[config.mk]
export PLATFORM = sky130hd
export DESIGN_NAME = hbnc_ctrl
export DESIGN_NICKNAME = d
export VERILOG_FILES = /design/src/rtl/hbnc_pkg.sv /design/src/rtl/hbnc_ctrl.sv
export SDC_FILE = /design/constraint.sdc
export NUM_CORES = 1
export LEC_CHECK = 0
export BUFFER_PORTS_ARGS = -buffer_cell sky130_fd_sc_hd__buf_4
export CELL_PAD_IN_SITES_DETAIL_PLACEMENT = 1
export CELL_PAD_IN_SITES_GLOBAL_PLACEMENT = 1
export CORE_UTILIZATION = 32
export CTS_BUF_LIST = sky130_fd_sc_hd__clkbuf_4 sky130_fd_sc_hd__clkbuf_8
export DETAILED_ROUTE_END_ITERATION = 7
export PLACE_DENSITY = 0.91
export RECOVER_POWER = 100
export SETUP_SLACK_MARGIN = 0.5
export SLEW_MARGIN = 10
export SYNTH_ARGS = -nofsm -noshare
export SYNTH_HDL_FRONTEND = slang
export SYNTH_SLANG_ARGS = --single-unit
[constraint.sdc]
create_clock -name clock -period 1.66 [get_ports clock]
set_input_delay 0.249 -clock clock [delete_from_list [all_inputs] [get_ports clock]]
set_output_delay 0.249 -clock clock [all_outputs]
set_load 0.01 [all_outputs]
[src/rtl/hbnc_pkg.sv]
// Package for the hashed bit-sliced name CAM: sizes, word types and codes.
// Used by the top, controller and datapath modules; depends on nothing.
package hbnc_pkg;

   localparam int NumBuckets     = 16;
   localparam int SlotsPerBucket = 64;
   localparam int MaxNameLen     = 8;
   localparam int NamePositions  = MaxNameLen + 1;
   localparam int BucketBits     = (NumBuckets > 1) ? $clog2(NumBuckets) : 1;
   localparam int PosBits        = $clog2(NamePositions + 1);
   localparam int LenBits        = $clog2(MaxNameLen + 2);
   localparam int BufBits        = (MaxNameLen > 1) ? $clog2(MaxNameLen) : 1;
   localparam int BitmapDepth    = NumBuckets * NamePositions * 256;
   localparam int BitmapAddrBits = $clog2(BitmapDepth);
   localparam int HandleDepth    = NumBuckets * SlotsPerBucket;
   localparam int HandleAddrBits = $clog2(HandleDepth);
   localparam int ProbeBits      = $clog2(NumBuckets + 1);

   localparam logic [7:0] HashSeed = 8'd129;
   localparam logic [7:0] EndMark  = 8'h20;

   localparam logic [1:0] StatusOk      = 2'd0;
   localparam logic [1:0] StatusMiss    = 2'd1;
   localparam logic [1:0] StatusFull    = 2'd2;
   localparam logic [1:0] StatusTooLong = 2'd3;

   localparam logic OpInsert = 1'b0;
   localparam logic OpLookup = 1'b1;

   typedef struct packed {
      logic        operation;
      logic [7:0]  name_byte;
      logic        last_byte;
      logic        empty_name;
      logic [15:0] entry_handle;
   } req_type;

   typedef struct packed {
      logic [1:0]  status;
      logic [7:0]  bucket_index;
      logic [5:0]  slot_index;
      logic [15:0] found_handle;
   } rsp_type;

   // Controller to datapath commands.
   typedef struct packed {
      logic take_byte;    // buffer a name byte and fold it into the hash
      logic start_op;     // latch op, handle, length, home bucket; reset name
      logic clear_step;   // write zero into the next bitmap word
      logic probe_init;   // reset match word, position counter for a bucket
      logic pos_read;     // issue read of bitmap word at current position
      logic pos_use;      // consume read data (AND or OR-write)
      logic next_bucket;  // advance to next bucket
      logic commit_ins;   // store handle and bump fill
      logic hrd;          // issue handle read for winning slot
      logic load_rsp;     // load result register
      logic [1:0] rsp_status;
   } cmd_type;

   // Datapath to controller status.
   typedef struct packed {
      logic clear_done;
      logic too_long;
      logic op_lookup;
      logic bucket_full;
      logic pos_last;     // current position is the end mark position
      logic match_any;
      logic probes_done;
   } sts_type;

   // Highest set bit of a 32-bit word, zero when none.
   function automatic logic [4:0] highest32(input logic [31:0] w);
      logic [4:0] r;
      r = 5'd0;
      for (int i = 0; i < 32; i++) begin
         if (w[i]) r = 5'(i);
      end
      return r;
   endfunction

endpackage

[src/rtl/hbnc_ctrl.sv]
// Controller state machine for the name CAM: sequences clear, probe and reply.
// Depends on hbnc_pkg.
module hbnc_ctrl import hbnc_pkg::*; (
   input  logic    clock,
   input  logic    reset,
   input  logic    req_valid,
   input  logic    req_last,
   input  logic    req_empty,
   output logic    req_stall,
   input  logic    rsp_busy,
   input  sts_type sts,
   output cmd_type cmd
);
   localparam logic [3:0] StClear = 4'd0;
   localparam logic [3:0] StIdle  = 4'd1;
   localparam logic [3:0] StStart = 4'd2;
   localparam logic [3:0] StBkt   = 4'd3;
   localparam logic [3:0] StRead  = 4'd4;
   localparam logic [3:0] StUse   = 4'd5;
   localparam logic [3:0] StDecide= 4'd6;
   localparam logic [3:0] StHrd   = 4'd7;
   localparam logic [3:0] StHwait = 4'd8;
   localparam logic [3:0] StReply = 4'd9;

   logic [3:0] state_ff, state_in;
   logic [1:0] stat_ff, stat_in;
   logic       accept;

   assign req_stall = (state_ff != StIdle);
   assign accept    = req_valid && !req_stall;

   always_comb begin
      state_in = state_ff;
      stat_in  = stat_ff;
      cmd      = '0;
      cmd.rsp_status = stat_ff;
      case (state_ff)
         StClear: begin
            cmd.clear_step = 1'b1;
            if (sts.clear_done) state_in = StIdle;
         end
         StIdle: begin
            if (accept) begin
               cmd.take_byte = !req_empty;
               if (req_last || req_empty) begin
                  cmd.start_op = 1'b1;
                  state_in = StStart;
               end
            end
         end
         StStart: begin
            if (sts.too_long) begin
               stat_in = StatusTooLong;
               state_in = StReply;
            end else begin
               state_in = StBkt;
            end
         end
         StBkt: begin
            if (sts.probes_done) begin
               stat_in  = sts.op_lookup ? StatusMiss : StatusFull;
               state_in = StReply;
            end else if (!sts.op_lookup && sts.bucket_full) begin
               cmd.next_bucket = 1'b1;
            end else begin
               cmd.probe_init = 1'b1;
               state_in = StRead;
            end
         end
         StRead: begin
            cmd.pos_read = 1'b1;
            state_in = StUse;
         end
         StUse: begin
            cmd.pos_use = 1'b1;
            state_in = sts.pos_last ? StDecide : StRead;
         end
         StDecide: begin
            if (!sts.op_lookup) begin
               cmd.commit_ins = 1'b1;
               stat_in  = StatusOk;
               state_in = StReply;
            end else if (sts.match_any) begin
               state_in = StHrd;
            end else if (sts.bucket_full) begin
               cmd.next_bucket = 1'b1;
               state_in = StBkt;
            end else begin
               stat_in  = StatusMiss;
               state_in = StReply;
            end
         end
         StHrd: begin
            cmd.hrd = 1'b1;
            state_in = StHwait;
         end
         StHwait: begin
            stat_in  = StatusOk;
            state_in = StReply;
         end
         StReply: begin
            if (!rsp_busy) begin
               cmd.load_rsp = 1'b1;
               state_in = StIdle;
            end
         end
         default: state_in = StIdle;
      endcase
   end

   always_ff @(posedge clock) begin
      if (reset) begin
         state_ff <= StClear;
         stat_ff  <= StatusOk;
      end else begin
         state_ff <= state_in;
         stat_ff  <= stat_in;
      end
   end

   a_stall_busy: assert property (@(posedge clock) disable iff (reset)
      (state_ff != StIdle) |-> req_stall)
      else $error("input taken while busy");
   a_one_cmd: assert property (@(posedge clock) disable iff (reset)
      $countones({cmd.pos_read, cmd.pos_use, cmd.hrd, cmd.load_rsp}) <= 1)
      else $error("conflicting commands");
   a_use_after_read: assert property (@(posedge clock) disable iff (reset)
      cmd.pos_read |=> cmd.pos_use)
      else $error("read not consumed");
endmodule

-- Word-level counts from Yosys, hierarchy flattened
Cells that the tools add are included.
- equal/unequal tests: 19
- mux-type cells: 39
- reduce and logical (&&, ||, !) cells: 10
- operator list (kind ; count):
    two-way mux 4 bit ; 10
    one-hot mux 4 bit (10 select lines) ; 1
    two-way mux 2 bit ; 9
    two-way mux 1 bit ; 17
    == test 4 x 3 -> 1 bit, second input constant ; 4
    inequality test 2 bit, second input constant ; 6
    AND reduction 5 bit ; 2
    inequality test 3 bit, second input constant ; 3
    == test 4 x 2 -> 1 bit, second input constant ; 2
    == test 4 bit, second input constant ; 2
    one-hot mux 2 bit (4 select lines) ; 1
    == test 4 x 1 -> 1 bit, second input constant ; 1
    zero test 4 bit ; 1
    inequality test 4 x 1 -> 1 bit, second input constant ; 1
    nonzero test 4 bit ; 1
    zero test 1 bit ; 3
    logical AND 1 bit ; 2
    one-hot mux 1 bit (2 select lines) ; 1
    logical OR 1 bit ; 1
- bits in registers: 6
- word-level logic and storage cells: 70

-- Logic depth before layout (Yosys ltp)
Gate-level depths: netlist of the first run.
- depth in word-level cells: 5
- depth in mapped cells: 5
- depth with buffers taken out: 4

-- Worst setup path after synthesis of the first run
OpenSTA, ideal clock, no wires.
- path kind: reg-to-output
- start: reg state_ff[1]
- end: out cmd[11] (netlist name)
- data arrival time: 1.240 ns
- data required time: 1.411 ns
- slack: 0.171 ns
- stages on the path, launching flop included: 3
- cells stage by stage: dfxtp_1 -> or4b_4 -> nor3b_1
- RTL lines (item ; line ; text):
    from (decl) ; hbnc_ctrl.sv:25 ; logic [3:0] state_ff, state_in;
    from (signal assigned) ; hbnc_ctrl.sv:113 ; state_ff <= StClear;
    from (signal assigned) ; hbnc_ctrl.sv:116 ; state_ff <= state_in;
    to (decl) ; hbnc_ctrl.sv:12 ; output cmd_type cmd

==> flow_summary.yaml, run 1 <==
timing:
  fin_crit_sh: 1.062
  final-setup-viol-count: 9
  skew_ns: 0.01892
  finalHoldViolCount: 0
  min_period_ns: 1.763
  rsz0062_at_grt: "yes"
  timing.hold.ws_ns: 0.3237
  max_slew.worst_pin.slew_ns: 0.5203
  slew_violations: 0
  fmax_mhz: 567.1
  relSlewSlack: 0.6494
  worst_slack_ns: -0.1032
yosys:
  async_flop_share: 0
  syn_avg_cell_area_um2: 7.172
  yosysMostFrequentCell: "nor2_1"
  syn_area_um2: 588.1
  synthCells: 82
  syn_nets: 95
  yosys-top-cells-count: "nor2_1 (9), dfxtp_1 (6), nand2_1 (6), nand3_1 (5), nor2b_1 (5)"
  ys.warnings.count: 0
  synth_area_leaders: "dfxtp_1 (20%), nor2_1 (5.7%), nor2b_1 (5.3%), nand2b_1 (4.3%), nand3_1 (4.3%)"
  ys_seq_area_frac: 0.2043
  synth_edf_count: 0
  yosysUniqueCellTypes: 35
  ys.flop_type: "dfxtp_1"
  synth.ff_latch_count: 6
  synth_top_area_share: 0.2043
  yosysTopAreaCell: "dfxtp_1"
layout:
  area_delta_synth_final_pct: 104.3
  drive_gt1_frac: 0.6434
  register_area_um2: 132.6
  fill_cells: 191
  diodes: 0
  nets: 144
  multiInputGateArea_um2: 581.8
hold_path:
  worstHoldPathType: "in -> reg"
  hold_end: "state_ff[1]"
  min_path_cells: 3
  hp-start: "reset"
global_routing:
  grtUsageTotal: 0.3045
  overflow: 0
  grt_pass1_vias: 842
  antenna_found_initial: 0
  grt_max_degree: 11
  grt_pass1_wl_mm: 4.278
routing:
  drt-initial-drc-count: 42
  drt_first_pass_iters: 4
  postRouteAntennaNets: 0
  drc: 0
  vias_per_cell: 6.052
  routed_wl_mm: 3.653
  routed-via-count: 932
  avgRoutedWirePerCell_um: 23.72
critical_path:
  crit_path_end_kind: "primary output"
  cp_max_fo: 5
  start_kind: "register"
  rr_worst_depth: 8
  crit_type: "reg -> out"
  worstReg2RegEnd: "stat_ff[0]"
  rr_startpoint: "state_ff[1]"
  worstPathArrival_ns: 1.51
  crit_required_ns: 1.41
  r2r_slack_ns: -0.07
flow_run:
  cap_violations: 0
cts:
  clk_latency_ns: 0.27
  cts_tree: "yes"
  cts.htree.levels: 1
  cts_hold_buf: 0
  clk_pin_slew_ns: 0.08
  cts_buffers: 3
  cts_sinks: 6
  root_buffer: "clkbuf_4"
  clockBufferDepth: 2
floorplanning:
  die_h_um: 44.87
  die-width_um: 44.87
  core_area_um2: 1727
  dieArea_um2: 2013
  initial_core_util: 0.3406
  ios: 26
  rows: 15
run_status:
  failed_checks: "negative setup slack"
  status: "complete, but fails checks"
placed_design:
  dp_hpwl_mm: 1.589
  gp_congestion: 0.8602
  port_buffers: 25
power_and_ir_drop:
  power_density_nw_per_um2: 977.6
  ir_worst_vdd_mv: 0.7829
  power_leakage_uw: 0.0005107
  total_power_uw: 1174
## per-layer routing
layer	share of wire	track usage	wire (µm)
met3	0.080	0.07200	294
met1	0.40	0.3228	1458
met4	0.064	0.1333	234
met5	0	0	0
met2	0.46	0.5676	1665
## worst max-delay path: stages (launching register included)
cell     delay (ns)
dfxtp_4        0.37
or4b_4         0.56
nor3b_2        0.17
buf_4          0.14
## flip-flops by register name, summed over array words and instances (netlist names)
name,count
stat_ff,2
state_ff,4
## cell usage in the layout (no fill, tap or decap), types with 3 or more instances in the layout
cell type	instances
buf_4	36
buf_6	9
nor2_1	6
nor3_2	4
nand2b_1	4
nor2b_1	4
inv_1	4
nand2_1	3
nand2_2	3
nor2_4	3
nand3_1	3
clkbuf_4	3
dfxtp_4	3
## cell families (layout without fill, tap and decap cells)
family | after synthesis | in the layout | share of synthesized area
AOI/OAI and AO/OA | 16 | 16 | 0.1937
and+or+nand+nor | 48 | 48 | 0.4851
buffers and inverters | 10 | 57 | 0.08295
DFF | 6 | 6 | 0.2043
muxes | 2 | 2 | 0.03404
## power by group
| group | switching (µW) | total (µW) | internal, µW |
|---|---|---|---|
| clock | 89.4 | 173 | 83.6 |
| combinational | 385 | 771 | 386 |
| sequential | 47.7 | 230 | 182 |
## timing repair
action,4_1_cts,5_1_grt
pin swaps,11,8
setup buffers,10,6
gates resized for setup,31,7
endpoints found under the setup margin,17,17
## worst max path at each step
stage	from	to	slack [ns]	cells past startpoint
3_3_place_gp	state_ff[0]	cmd[11]	0.19	3
5_1_grt	state_ff[0]	cmd[5]	-0.14	6
3_5_place_dp	state_ff[2]	cmd[5]	0.14	6
2_1_floorplan	state_ff[1]	cmd[11]	0.26	2
6_report	state_ff[1]	cmd[11]	-0.10	3
4_1_cts	state_ff[1]	cmd[11]	-0.05	3
## area by class of cell
type / instances / share of cell area
multi-input combinational: 66 / 0.4844
timing repair buffer: 49 / 0.3448
sequential: 6 / 0.1104
tap: 25 / 0.02604
clock buffer: 3 / 0.01875
inverter: 5 / 0.01563
## stage by stage
step / setup TNS (ns) / worst slack (ns) / cell area (µm²) / util / instances
floorplan: 0 / 0.2596 / 650.6 / - / 82
global placement: 0 / 0.1875 / 894.6 / 0.5181 / 135
detailed placement: 0 / 0.1426 / 894.6 / 0.5181 / 135
CTS: -0.1565 / -0.04555 / 1111 / 0.6435 / 148
global route: -0.7732 / -0.1402 / 1201 / 0.6957 / 154
finish: -0.5254 / -0.1032 / 1201 / 0.6957 / 154
Note: power is estimated with default switching activity, not from simulation.
==> run 2: changes to the inputs <==
--- a/config.mk
+++ b/config.mk
@@ -8,12 +8,13 @@
 export BUFFER_PORTS_ARGS = -buffer_cell sky130_fd_sc_hd__buf_4
 export CELL_PAD_IN_SITES_DETAIL_PLACEMENT = 1
 export CELL_PAD_IN_SITES_GLOBAL_PLACEMENT = 1
-export CORE_UTILIZATION = 32
+export CORE_UTILIZATION = 35
 export CTS_BUF_LIST = sky130_fd_sc_hd__clkbuf_4 sky130_fd_sc_hd__clkbuf_8
 export DETAILED_ROUTE_END_ITERATION = 7
-export PLACE_DENSITY = 0.91
+export PLACE_DENSITY = 0.86
 export RECOVER_POWER = 100
 export SETUP_SLACK_MARGIN = 0.5
+export SKIP_CTS_REPAIR_TIMING = 1
 export SLEW_MARGIN = 10
 export SYNTH_ARGS = -nofsm -noshare
 export SYNTH_HDL_FRONTEND = slang
==> constraint.sdc (replaced) <==
create_clock -name clock -period 2.3 [get_ports clock]
set_input_delay 0.345 -clock clock [delete_from_list [all_inputs] [get_ports clock]]
set_output_delay 0.345 -clock clock [all_outputs]
set_load 0.01 [all_outputs]
==> run 2 against run 1 <==
Die area down 8.2%. Clock skew fell by 0.0080 ns. Largest cell class unchanged. Via count is 15% lower. Combinational power down 54%. Worst setup slack better by 0.44 ns. Highest routed layer unchanged. Clock-buffer cell count is the same. The flow now finishes without violations. Routed wire length fell by 33%. Register-to-register slack improved by 0.55 ns. Critical endpoint unchanged. First-iteration DRC count shrank 60%. Final area fell by 29%.
==> flow_summary.yaml, run 2 (synthesized netlist as in run 1, its figures left out) <==
timing:
  finalHoldViolCount: 0
  skew_ns: 0.01096
  min_period_ns: 1.967
  final-setup-viol-count: 0
  fin_setup_tns_ns: 0
  slew_violations: 0
  fmax_mhz: 508.3
  rsz0062_at_grt: "yes"
  relSlewSlack: 0.6158
  worst_slack_ns: 0.3327
  fin_crit_sh: 0.8554
  max_slew.worst_pin.slew_ns: 0.5684
cts:
  cts.htree.levels: 1
  clk_pin_slew_ns: 0.04
  cts_tree: "yes"
  root_buffer: "clkbuf_4"
  clockBufferDepth: 2
  cts_sinks: 6
  clk_latency_ns: 0.26
  cts_buffers: 3
layout:
  fill_cells: 199
  regMostFlops: "state_ff"
  final_common_cell: "buf_4"
  area_delta_synth_final_pct: 45.96
  drive_gt1_frac: 0.3390
  nets: 133
  top_regs: "state_ff (4), stat_ff (2)"
  mostFrequentLayoutCells: "buf_4 (25), clkbuf_1 (11), nor2_1 (9)"
  diodes: 0
  largest_reg_flops: 4
routing:
  drt_first_pass_iters: 4
  avgRoutedWirePerCell_um: 18.27
  drt-initial-drc-count: 17
  postRouteAntennaNets: 0
  routed_wl_mm: 2.448
  drc: 0
  routed-via-count: 792
  vias_per_cell: 5.910
run_status:
  status: "complete, no violations"
critical_path:
  worstPathArrival_ns: 1.62
  worstReg2RegEnd: "stat_ff[1]"
  crit_path_end_kind: "primary output"
  rr_startpoint: "state_ff[3]"
  r2r_slack_ns: 0.48
  crit_required_ns: 1.96
  cp_max_fo: 9
  crit_type: "reg -> out"
  start_kind: "register"
  rr_worst_depth: 6
power_and_ir_drop:
  p_sw_frac: 0.4271
  power_density_nw_per_um2: 725.1
  pwr-share-comb: 0.571
  p_int_uw: 356.5
  power_leakage_uw: 0.0003629
  pwr-share-clk: 0.168
  seq_power_share: 0.261
  ir_worst_vdd_mv: 0.3644
  power_switching_uw: 265.8
hold_path:
  hold_end: "state_ff[0]"
  worstHoldPathType: "in -> reg"
  min_path_cells: 3
  hp-start: "reset"
placed_design:
  dp_slack_ns: 0.4097
  gp_congestion: 0.8662
  dp_hpwl_mm: 1.309
  port_buffers: 25
global_routing:
  overflow: 0
  grt_pass1_vias: 699
  grt_max_degree: 17
  antenna_found_initial: 0
  grt_pass1_wl_mm: 3.180
  grtUsageTotal: 0.2293
floorplanning:
  rows: 14
  die-width_um: 42.99
  ios: 26
  dieArea_um2: 1848
  initial_core_util: 0.3815
  core_area_um2: 1541
  die_h_um: 42.99
flow_run:
  cap_violations: 0
run 2: critical path, cell delays in order, from the launching register on:
cell and delay, ns:
dfxtp_1 0.48, or4b_4 0.53, nor3b_2 0.21, buf_4 0.15
run 2: layout make-up:
cell class | count | area [µm²] | area share
multi-input cells | 66 | 421.7 | 0.4913
repair buffers | 38 | 244.0 | 0.2843
flip-flops and latches | 6 | 131.4 | 0.1531
clock buffers | 3 | 22.52 | 0.02624
well taps | 16 | 20.02 | 0.02332
inverters | 5 | 18.77 | 0.02187
run 2: how the worst max path moves through the flow:
| stage | from | to | cells past startpoint |
|---|---|---|---|
| floorplan | state_ff[1] | cmd[11] | 2 |
| global placement | state_ff[0] | cmd[11] | 3 |
| detailed placement | state_ff[0] | cmd[5] | 5 |
| CTS | state_ff[0] | cmd[5] | 5 |
| global route | state_ff[0] | cmd[11] | 3 |
| finish | state_ff[0] | cmd[11] | 3 |
run 2: per-layer routing:
metal  vias up  track usage  wire length, µm
met4         0      0.09697               38
li1        371            -                -
met3         4      0.06809              126
met5         -            0                0
met2        33       0.3515             1259
met1       384       0.2972             1025
run 2: metrics by stage:
step	total power [µW]	hold slack (ns)	instance area (µm²)	util	instances
2_1_floorplan	347.8	0.4953	588.1	-	82
3_3_place_gp	430.2	0.4635	765.7	0.4968	118
3_5_place_dp	441.4	0.4855	765.7	0.4968	118
4_1_cts	544.2	0.3926	788.3	0.5114	121
5_1_grt	663.3	0.4234	858.3	0.5568	134
6_report	622.3	0.4250	858.3	0.5568	134
run 2: power groups by stage:
stage | clock network [µW] | logic (µW) | registers (µW)
global placement | 0 | 252 | 179
floorplan | 0 | 197 | 151
CTS | 103 | 261 | 180
global route | 114 | 384 | 166
finish | 105 | 355 | 162
detailed placement | 0 | 260 | 182
==> run 3: changes to the inputs <==
--- a/config.mk
+++ b/config.mk
@@ -8,9 +8,11 @@
 export BUFFER_PORTS_ARGS = -buffer_cell sky130_fd_sc_hd__buf_4
 export CELL_PAD_IN_SITES_DETAIL_PLACEMENT = 1
 export CELL_PAD_IN_SITES_GLOBAL_PLACEMENT = 1
+export CORE_ASPECT_RATIO = 0.8
 export CORE_UTILIZATION = 35
 export CTS_BUF_LIST = sky130_fd_sc_hd__clkbuf_4 sky130_fd_sc_hd__clkbuf_8
 export DETAILED_ROUTE_END_ITERATION = 7
+export HOLD_SLACK_MARGIN = 0.15
 export PLACE_DENSITY = 0.86
 export RECOVER_POWER = 100
 export SETUP_SLACK_MARGIN = 0.5
==> run 3 against run 2 <==
Utilization increased by 1.9 points. Largest cell class unchanged. Critical endpoint unchanged. Clock power about the same. Sequential share of layout area is 0.24 points lower. Largest power group unchanged.
==> flow_summary.yaml, run 3 (synthesized netlist as in run 1, its figures left out) <==
routing:
  drt_first_pass_iters: 4
  postRouteAntennaNets: 0
  drt-initial-drc-count: 18
  drc: 0
  avgRoutedWirePerCell_um: 19.04
  routed_wl_mm: 2.589
  routed-via-count: 789
  vias_per_cell: 5.801
timing:
  skew_ns: 0.005692
  max_slew.worst_pin.slew_ns: 0.5917
  fin_setup_tns_ns: 0
  slew_violations: 0
  finalHoldViolCount: 0
  rsz0062_at_grt: "yes"
  min_period_ns: 1.998
  final-setup-viol-count: 0
  relSlewSlack: 0.6014
  fmax_mhz: 500.6
  fin_crit_sh: 0.8685
layout:
  diodes: 0
  nets: 130
  fin_cells: 136
  final_common_cell: "buf_4"
  top_regs: "state_ff (4), stat_ff (2)"
  final_util: 0.5757
  multiInputGateArea_um2: 420.4
  area_delta_synth_final_pct: 44.04
  design_area_um2: 847.1
  regMostFlops: "state_ff"
  drive_gt1_frac: 0.3043
  mostFrequentLayoutCells: "buf_4 (21), clkbuf_1 (11), nor2_1 (9)"
  register_area_um2: 127.6
  largest_reg_flops: 4
  fill_cells: 217
power_and_ir_drop:
  ir_worst_vdd_mv: 0.4939
  power_leakage_uw: 0.0003537
  power_density_nw_per_um2: 715.0
critical_path:
  r2r_slack_ns: 0.60
  crit_type: "reg -> out"
  cp_max_fo: 7
  crit_required_ns: 1.96
  crit_path_end_kind: "primary output"
  start_kind: "register"
  worstPathArrival_ns: 1.65
cts:
  cts_tree: "yes"
  cts_sinks: 6
  clockBufferDepth: 2
  clk_pin_slew_ns: 0.05
  root_buffer: "clkbuf_4"
  cts_buffers: 3
  cts.htree.levels: 1
  clk_latency_ns: 0.26
floorplanning:
  core_area_um2: 1471
  rows: 12
  ios: 26
  die-width_um: 47.83
  die_h_um: 38.66
  dieArea_um2: 1849
  initial_core_util: 0.3997
placed_design:
  placed_cells: 123
  dp_hpwl_mm: 1.486
  port_buffers: 25
  gp_congestion: 0.8639
  dpl_cell_area_um2: 772.0
global_routing:
  grtUsageTotal: 0.2517
  grt_pass1_wl_mm: 3.118
  antenna_found_initial: 0
  grt_pass1_vias: 683
  grt_max_degree: 17
  overflow: 0
run_status:
  status: "complete, no violations"
hold_path:
  worstHoldPathType: "in -> reg"
flow_run:
  cap_violations: 0
[run 3: cell count changes in the layout (fill, tap and decap cells not counted)]
cell,change
or4b_1,+1
clkbuf_4,-1
nand2b_1,-1
nor3b_1,+1
clkbuf_2,+1
buf_4,-4
dfxtp_1,+1
dfxtp_4,-1
or4b_4,-1
buf_12,+1
nand2b_4,+1
nor3b_2,-1
[run 3: area by class of cell]
cell class	instances	share of cell area
clock buffer	3	0.02659
inverter	5	0.02216
multi-input combinational	66	0.4963
sequential	6	0.1507
tap	21	0.03102
timing repair buffer	35	0.2733
[run 3: report_power, final]
part           internal [µW]  total, µW  switching [µW]
clock network           59.5        105            45.6
registers                128        160            31.5
logic                    155        341             186
total                    343        606             263
[run 3: worst max-delay path, cell delays in order, from the launching register on]
cell     delay, ns
dfxtp_1       0.46
or4b_1        0.55
nor3b_1       0.23
buf_4         0.16
[run 3: path summary, 6_finish.rpt]
path | to | start | cells past startpoint
hold / removal | state_ff[0] | reset | 3
setup / recovery | cmd[11] | state_ff[0] | 3
setup reg to reg | state_ff[0] | state_ff[3] | 5
hold reg to reg | stat_ff[0] | stat_ff[0] | 2
[run 3: routing by layer]
layer	share of wire	vias up	GRT usage
met1	0.41	368	0.2928
li1	-	365	-
met5	0	-	0
met4	0.0066	0	0.02083
met3	0.11	2	0.07009
met2	0.47	54	0.4662
[run 3: per-stage QoR]
stage	total power [µW]	hold slack (ns)	setup slack, ns
2_1_floorplan	347.8	0.4953	0.7152
6_report	605.7	0.4103	0.3025
4_1_cts	555.2	0.3816	0.1558
3_3_place_gp	430.2	0.4636	0.5121
3_5_place_dp	443.2	0.5032	0.4536
5_1_grt	640.0	0.4065	0.2333
